**src/sv/assert_macros.svh**
```systemverilog
// ----------------------------------------------------------------------------
// assert_macros.svh
// Concurrent assertion helpers shared by the RTL; all sample on clk.
// ----------------------------------------------------------------------------
`ifndef ASSERT_MACROS_SVH
`define ASSERT_MACROS_SVH

// Checked only while out of reset.
`define ASSERT_CLK(label, prop, msg) \
  label: assert property (@(posedge clk) disable iff (!rst_n) prop) else $error(msg);

// Checked in every cycle, reset included.
`define ASSERT_ALWAYS(label, prop, msg) \
  label: assert property (@(posedge clk) prop) else $error(msg);

`endif

```
**src/sv/brfs_pkg.sv**
```systemverilog
// ----------------------------------------------------------------------------
// brfs_pkg
// Word types, opcodes and status codes of the byte ring FIFO with search.
// ----------------------------------------------------------------------------
package brfs_pkg;

  localparam int DEPTH_DEF = 64;

  localparam logic [2:0] OP_ENQ  = 3'd0;
  localparam logic [2:0] OP_DEQ  = 3'd1;
  localparam logic [2:0] OP_PEEK = 3'd2;
  localparam logic [2:0] OP_DISC = 3'd3;
  localparam logic [2:0] OP_PUSH = 3'd4;
  localparam logic [2:0] OP_FIND = 3'd5;

  localparam logic [1:0] ST_OK       = 2'd0;
  localparam logic [1:0] ST_EMPTY    = 2'd1;
  localparam logic [1:0] ST_FULL     = 2'd2;
  localparam logic [1:0] ST_NOTFOUND = 2'd3;

  typedef struct packed {
    logic [2:0] opcode;
    logic [7:0] data_byte;
    logic [6:0] amount;
    logic [5:0] start_offset;
  } in_word_t;

  typedef struct packed {
    logic [7:0] data_out;
    logic [1:0] status;
    logic [5:0] found_offset;
    logic [6:0] fill_count;
  } out_word_t;

endpackage

```
**src/sv/byte_ring_fifo_with_search_top.sv**
```systemverilog
// ----------------------------------------------------------------------------
// byte_ring_fifo_with_search_top
// Circular byte FIFO with enqueue, dequeue, peek, discard, push back and find.
// ----------------------------------------------------------------------------
// One request word in, one result word out. Enqueue, push back, discard and
// the no-op codes go from EXEC straight to DONE, where the output register
// is loaded; a dequeue or peek with bytes held also passes through RDWAIT,
// because the store has a registered read port. Find walks the store through
// its single read port and one byte comparator, one byte per FRD and FCMP
// pair: it goes to DONE on a hit, or from FRD once the window is exhausted.
// A stalled output register holding the previous result delays the load.
// in_stall is high while a request is in flight; a new request is taken as
// soon as the sequencer is idle, even while the previous result is still
// held in the output register. The store powers up undefined, but no
// request ever reads an unwritten entry, so there is no clearing pass.
// fill_count reports the low 7 bits of the held count.
// ----------------------------------------------------------------------------
`include "assert_macros.svh"

module byte_ring_fifo_with_search_top #(
  parameter int DEPTH = brfs_pkg::DEPTH_DEF
) (
  input  logic                clk,
  input  logic                rst_n,
  input  logic                in_valid,
  output logic                in_stall,
  input  brfs_pkg::in_word_t  in_word,
  output logic                out_valid,
  input  logic                out_stall,
  output brfs_pkg::out_word_t out_word
);

  import brfs_pkg::*;

  localparam int IW = $clog2(DEPTH);       // slot index
  localparam int CW = $clog2(DEPTH + 1);   // held count
  localparam int WW = ((CW > 7) ? CW : 7) + 1;  // count vs. field compares
  localparam int SW = ((IW > 7) ? IW : 7) + 1;  // index sums before wrap
  localparam logic [IW-1:0] LAST = IW'(DEPTH - 1);

  typedef enum logic [2:0] {
    S_IDLE, S_EXEC, S_RDWAIT, S_FRD, S_FCMP, S_DONE
  } state_t;

  state_t          state_r, state_nxt;
  logic [IW-1:0]   front_r, front_nxt;   // slot just before the oldest byte
  logic [IW-1:0]   back_r, back_nxt;     // slot of the next enqueue
  logic [CW-1:0]   held_r, held_nxt;
  logic [IW-1:0]   idx_r, idx_nxt;       // find scan slot
  logic [6:0]      x_r, x_nxt;           // find scan offset
  in_word_t        req_r, req_nxt;
  out_word_t       res_r, res_nxt;
  out_word_t       out_r, out_nxt;
  logic            out_valid_r, out_valid_nxt;

  logic            we;
  logic [IW-1:0]   waddr, raddr;
  logic [7:0]      wdata, rdata;
  logic            full, empty, out_load;
  logic [SW-1:0]   disc_sum, find_sum;

  function automatic logic [IW-1:0] next_slot(input logic [IW-1:0] i);
    return (i == LAST) ? '0 : i + 1'b1;
  endfunction

  brfs_store #(.DEPTH(DEPTH)) u_store (
    .clk  (clk),
    .we   (we),
    .waddr(waddr),
    .wdata(wdata),
    .raddr(raddr),
    .rdata(rdata)
  );

  assign in_stall  = (state_r != S_IDLE);
  assign out_valid = out_valid_r;
  assign out_word  = out_r;

  assign full     = (WW'(held_r) >= WW'(DEPTH));
  assign empty    = (held_r == '0);
  assign out_load = (state_r == S_DONE) && (!out_valid_r || !out_stall);
  assign disc_sum = SW'(front_r) + SW'(req_r.amount);
  assign find_sum = SW'(front_r) + SW'(1) + SW'(req_r.start_offset);

  always_comb begin
    state_nxt     = state_r;
    front_nxt     = front_r;
    back_nxt      = back_r;
    held_nxt      = held_r;
    idx_nxt       = idx_r;
    x_nxt         = x_r;
    req_nxt       = req_r;
    res_nxt       = res_r;
    out_nxt       = out_r;
    out_valid_nxt = out_valid_r && out_stall;
    we            = 1'b0;
    waddr         = back_r;
    wdata         = req_r.data_byte;
    raddr         = idx_r;

    case (state_r)
      S_IDLE: begin
        if (in_valid) begin
          req_nxt   = in_word;
          state_nxt = S_EXEC;
        end
      end
      S_EXEC: begin
        res_nxt   = '0;
        res_nxt.status = ST_OK;
        state_nxt = S_DONE;
        case (req_r.opcode)
          OP_ENQ: begin
            if (full) begin
              res_nxt.status = ST_FULL;
            end else begin
              we       = 1'b1;
              waddr    = back_r;
              back_nxt = next_slot(back_r);
              held_nxt = held_r + 1'b1;
            end
          end
          OP_DEQ, OP_PEEK: begin
            if (empty) begin
              res_nxt.status = ST_EMPTY;
            end else begin
              raddr     = next_slot(front_r);
              state_nxt = S_RDWAIT;
              if (req_r.opcode == OP_DEQ) begin
                front_nxt = next_slot(front_r);
                held_nxt  = held_r - 1'b1;
              end
            end
          end
          OP_DISC: begin
            if (WW'(held_r) <= WW'(req_r.amount)) begin
              front_nxt = LAST;
              back_nxt  = '0;
              held_nxt  = '0;
            end else begin
              // amount < held <= DEPTH, so one wrap is enough
              front_nxt = (disc_sum >= SW'(DEPTH)) ? IW'(disc_sum - SW'(DEPTH))
                                                   : IW'(disc_sum);
              held_nxt  = held_r - CW'(req_r.amount);
            end
          end
          OP_PUSH: begin
            if (full) begin
              res_nxt.status = ST_FULL;
            end else begin
              we        = 1'b1;
              waddr     = front_r;
              front_nxt = (front_r == '0) ? LAST : front_r - 1'b1;
              held_nxt  = held_r + 1'b1;
            end
          end
          OP_FIND: begin
            // index only used when start lies inside the held bytes
            idx_nxt   = (find_sum >= SW'(DEPTH)) ? IW'(find_sum - SW'(DEPTH))
                                                 : IW'(find_sum);
            x_nxt     = '0;
            res_nxt.status = ST_NOTFOUND;
            state_nxt = S_FRD;
          end
          default: ;
        endcase
      end
      S_RDWAIT: begin
        res_nxt.data_out = rdata;
        state_nxt        = S_DONE;
      end
      S_FRD: begin
        if ((x_r < req_r.amount) &&
            (WW'(req_r.start_offset) + WW'(x_r) < WW'(held_r))) begin
          raddr     = idx_r;
          state_nxt = S_FCMP;
        end else begin
          state_nxt = S_DONE;
        end
      end
      S_FCMP: begin
        if (rdata == req_r.data_byte) begin
          res_nxt.status       = ST_OK;
          res_nxt.found_offset = 6'(x_r);
          state_nxt            = S_DONE;
        end else begin
          x_nxt     = x_r + 1'b1;
          idx_nxt   = next_slot(idx_r);
          state_nxt = S_FRD;
        end
      end
      S_DONE: begin
        if (out_load) begin
          out_nxt            = res_r;
          out_nxt.fill_count = 7'(held_r);
          out_valid_nxt      = 1'b1;
          state_nxt          = S_IDLE;
        end
      end
      default: begin
        state_nxt = S_IDLE;
      end
    endcase
  end

  always_ff @(posedge clk) begin
    if (!rst_n) begin
      state_r     <= S_IDLE;
      front_r     <= LAST;
      back_r      <= '0;
      held_r      <= '0;
      out_valid_r <= 1'b0;
    end else begin
      state_r     <= state_nxt;
      front_r     <= front_nxt;
      back_r      <= back_nxt;
      held_r      <= held_nxt;
      out_valid_r <= out_valid_nxt;
    end
    idx_r <= idx_nxt;
    x_r   <= x_nxt;
    req_r <= req_nxt;
    res_r <= res_nxt;
    out_r <= out_nxt;
  end

  `ASSERT_ALWAYS(a_reset_empty, !rst_n |=> (held_r == '0) && (state_r == S_IDLE) && !out_valid_r, "reset did not empty the FIFO")
  `ASSERT_CLK(a_held_bound, WW'(held_r) <= WW'(DEPTH), "held count exceeds depth")
  `ASSERT_CLK(a_scan_bound, (state_r == S_FCMP) |-> (x_r < req_r.amount), "find compared past its length")
  `ASSERT_CLK(a_fill_report, out_load |=> out_valid_r && (out_r.fill_count == 7'(held_r)), "reported fill count differs from held count")

endmodule

```
**src/sv/brfs_store.sv**
```systemverilog
// ----------------------------------------------------------------------------
// brfs_store
// Byte store: one write port, one read port, registered read data.
// ----------------------------------------------------------------------------
module brfs_store #(
  parameter int DEPTH = brfs_pkg::DEPTH_DEF
) (
  input  logic                     clk,
  input  logic                     we,
  input  logic [$clog2(DEPTH)-1:0] waddr,
  input  logic [7:0]               wdata,
  input  logic [$clog2(DEPTH)-1:0] raddr,
  output logic [7:0]               rdata
);

  logic [7:0] mem [DEPTH];

  always_ff @(posedge clk) begin
    if (we) begin
      mem[waddr] <= wdata;
    end
    rdata <= mem[raddr];
  end

endmodule

```
**config.mk**
```make
export PLATFORM = sky130hd
export DESIGN_NAME = byte_ring_fifo_with_search_top
export DESIGN_NICKNAME = d
export VERILOG_FILES = /design/src/sv/brfs_pkg.sv /design/src/sv/byte_ring_fifo_with_search_top.sv /design/src/sv/brfs_store.sv
export VERILOG_INCLUDE_DIRS = /design/src /design/src/sv
export SDC_FILE = /design/constraint.sdc
export NUM_CORES = 1
export LEC_CHECK = 0
export BUFFER_PORTS_ARGS = -buffer_cell sky130_fd_sc_hd__buf_2
export CORE_ASPECT_RATIO = 0.8
export CORE_MARGIN = 2
export CORE_UTILIZATION = 35
export DETAILED_ROUTE_END_ITERATION = 16
export SLEW_MARGIN = 20
export SYNTH_ARGS = -nofsm -noshare
export SYNTH_HDL_FRONTEND = slang
export SYNTH_SLANG_ARGS = --single-unit
```
**constraint.sdc**
```tcl
create_clock -name clk -period 2.8 [get_ports clk]
set_input_delay 0.42 -clock clk [delete_from_list [all_inputs] [get_ports clk]]
set_output_delay 0.42 -clock clk [all_outputs]
set_load 0.01 [all_outputs]
```
==> summary.txt <==
Run status
  – Run status: complete, but fails checks
  – Failing checks: negative setup slack

Floorplan
  – Die area: 0.0766 mm2
  – Row cnt: 89
  – # IOs: 53
  – Die span in y: 248 um
  – Die W: 309 um
  – Core Region: 0.0737 mm2
  – Initial Utilization: 0.353

GRT
  – Initial antenna violation count: 1
  – Largest net degree at the start of global routing: 65
  – Total grt overflow: 0
  – First-pass GRT wire length: 109,000 um
  – Number of global-route vias before repair: around 17,000
  – Total GRT Usage: 0.190

Pwr
  – P_leak: 11.9 nW
  – Max VDD drop: 0.000540 V
  – Power density cells: 998 mW/mm2
  – Final Power: 0.0338 W

Yosys
  – Synth Area in XOR/XNOR: 0.0161
  – Simple-Gate Fraction of Synth Area: 0.0931
  – Syn nets: approximately 2,000
  – Synth area leader: edfxtp_1
  – Number of synthesized flops with an enable pin: 588
  – Syn Inst Count: 1,909
  – Most area-consuming cells after synthesis: edfxtp_1 68%, mux2i_1 3.9%, a21oi_1 3.6%, nand2_1 3.5%, dfxtp_1 2.4%
  – Synth warnings: 0
  – Synthesized area per cell: 13.6 um2
  – Ys async rst share: 0
  – Top cells by count, synth: 588 x edfxtp_1, 243 x nand2_1, 186 x a21oi_1
  – Main combinational cell family by area after synthesis: compound AO/OA/AOI/OAI gates
  – Count leader, synth: edfxtp_1
  – Synth Area in Adders: 0.0259
  – Mux share of post-synthesis cell area: 0.0432
  – Cell area after synthesis: about 0.026 mm2
  – Most used DFF post-synth: edfxtp_1
  – Area share of the largest cell type after synthesis: 0.678
  – Post-synthesis compound-gate area fraction: 0.0955
  – FF+latch count, synth: 619
  – Sequential share of the synthesized area: 0.702
  – Distinct cells, synth: 67

CTS
  – # clock sinks: about 620
  – Clk Latency, worst-skew pair: 0.65 ns
  – Clk root buf: clkbuf_16
  – Total CTS buffers: 61
  – Clock tree buffer depth: 3
  – H-Tree Level Count: 2
  – CTS clk-pin slew, worst paths: ~0.070 ns
  – CTS tree: yes

Final layout
  – Fin util: 0.459
  – Synth-to-Final Area Change: 30.0%
  – Nets: 2,321
  – ANT cells: 0
  – Ratio of cells with drive above 1 in the final layout: 0.286

Drt
  – Antenna Nets Post-Route: 0
  – Pre-Repair DR Iteration Count: 5
  – Drt initial violations: slightly below 2,000
  – Vias per cell: 5.28
  – Overall routed net length: 73,400 um
  – Drt drc: 0
  – Wirelength per Cell: around 22 um
  – Via count: 17,400

Critical path
  – Worst reg-to-reg path cell count: 11
  – CP Launch Type: flop
  – CP max stage cell: or4_4
  – Crit path cell chain: or4_4, o211ai_4, or4_4, and2_4, buf_4, mux2i_1, o22ai_2, nor4_2, nor4_2, buf_4, mux2_1
  – Critical R2R Capture: u_store.rdata[6]
  – Worst EP required: 3.33 ns
  – Crit path DAT: around 3.7 ns
  – Crit path capture type: flop
  – R2r setup slk: -0.37 ns
  – Critical-path maximum fanout: 10
  – Crit path max-delay family: simple AND/OR/NAND/NOR gates
  – Reg-to-Reg Start: held_r[2]
  – Critical path's largest stage delay: 0.57 ns
  – Kind of critical path: reg2reg
  – Critical path buffers and inverters: 2

Timing
  – Setup_tns: -2.55 ns
  – F_max: 315 MHz
  – Slew headroom: 0.429
  – Setup violators final: 8
  – Final worst setup slack: -0.372 ns
  – Crit path time final: roughly 3.2 ns
  – Clk_skew: 0.0277 ns
  – Fin crit share: 1.13
  – Max Slew Vio Count: 0
  – Final Hold Viols: 0
  – Unrepaired setup endpoints after global routing: true
  – Worst-Margin Slew: 0.856 ns
  – Hold WS: 0.0676 ns

Placed design
  – Post-DP HPWL: 47,400 um
  – # port buffers: 52
  – Routability cong.: slightly below 0.9
  – Dpl ws: -0.626 ns

Flow run
  – Number of max-cap violations: 0

Hold path
  – Min-Delay Path Class: in2reg
  – Hold Path Stages: 1
  – Hold Path End: wdata[5]
  – Hold path start: in_word[18]
==> layout make-up <==
cell class                      instances  area, um2
Clock buffer                           63       1530
Clock inverter                         51        663
Fill cell                            6408      39900
Inverter                               33        128
Multi-Input combinational cell       1158       8330
Sequential cell                       619      18300
Tap cell                             1001       1250
Timing Repair Buffer                  369       3670
==> how the worst max path moves through the flow <==
stage	from	endpoint	slack, ns	cells after the start
floorplan	req_r[22]	u_store.mem[31][0]	-0.07	10
global placement	held_r[2]	u_store.rdata[2]	-0.54	13
detailed placement	held_r[2]	u_store.rdata[2]	-0.63	13
CTS	req_r[21]	u_store.rdata[4]	-0.30	13
global route	held_r[2]	u_store.rdata[6]	-0.45	11
finish	held_r[2]	u_store.rdata[6]	-0.37	11
==> layout by cell type (no fill, tap or decap), drive strengths merged, types with 5 or more instances in the layout <==
| cell type | instances |
|---|---|
| dfxtp | 31 |
| or3 | 8 |
| fa | 5 |
| nand2 | 245 |
| inv | 32 |
| mux2 | 8 |
| o21ai | 43 |
| a21oi | 186 |
| xor2 | 22 |
| dlygate4sd3 | 23 |
| nor4 | 36 |
| a31oi | 17 |
| mux2i | 103 |
| nand2b | 10 |
| ha | 46 |
| clkinvlp | 7 |
| and3 | 10 |
| nand3 | 23 |
| a21o | 12 |
| clkinv | 31 |
| xnor2 | 25 |
| nor3 | 47 |
| o22ai | 52 |
| edfxtp | 588 |
| bufinv | 14 |
| nor2b | 9 |
| a22oi | 32 |
| a221o | 33 |
| clkbuf | 65 |
| or2 | 5 |
| and2 | 11 |
| buf | 342 |
| nor2 | 128 |
==> cell families after synthesis <==
family,after synthesis
fa+ha+maj,51
simple gates,545
xor+xnor,47
compound gates,403
flops,619
mux,111
buf+inv,133
==> sequential cells by signal, indices dropped and copies added (netlist names) <==
| name | count |
|---|---|
| state_r | 3 |
| front_r | 6 |
| res_r | 16 |
| held_r | 7 |
| out_valid | 1 |
| out_word | 23 |
| x_r | 7 |
| back_r | 6 |
| wdata | 8 |
| idx_r | 6 |
| req_r | 16 |
| u_store.rdata | 8 |
| u_store.mem | 512 |
==> where the power goes <==
| part | internal, W | switching, W | total, W |
|---|---|---|---|
| sequential | 0.0112 | 0.000440 | 0.0117 |
| clock | 0.00529 | 0.00363 | 0.00893 |
| combinational | 0.00570 | 0.00747 | 0.0132 |
==> metrics by stage <==
stage,instances,cell area [um2]
5_1_grt,3294,33900
6_report,3294,33900
2_1_floorplan,1909,26200
3_5_place_dp,3138,29900
3_3_place_gp,3138,29900
4_1_cts,3286,33300
==> what timing repair did <==
item                       CTS  global route
pin swaps                   42            22
hold endpoints to repair    22             1
buffers inserted            11             6
hold buffers                22             1
cloned                       6             3
setup endpoints to repair  180           240
resized for setup          148            89
==> layer usage <==
layer,track usage,wire length [um]
met3,0.0344,5970
met2,0.295,33000
met1,0.276,32900
met4,0.0475,1510
met5,0,13
Note: power is estimated with default switching activity, not from simulation.
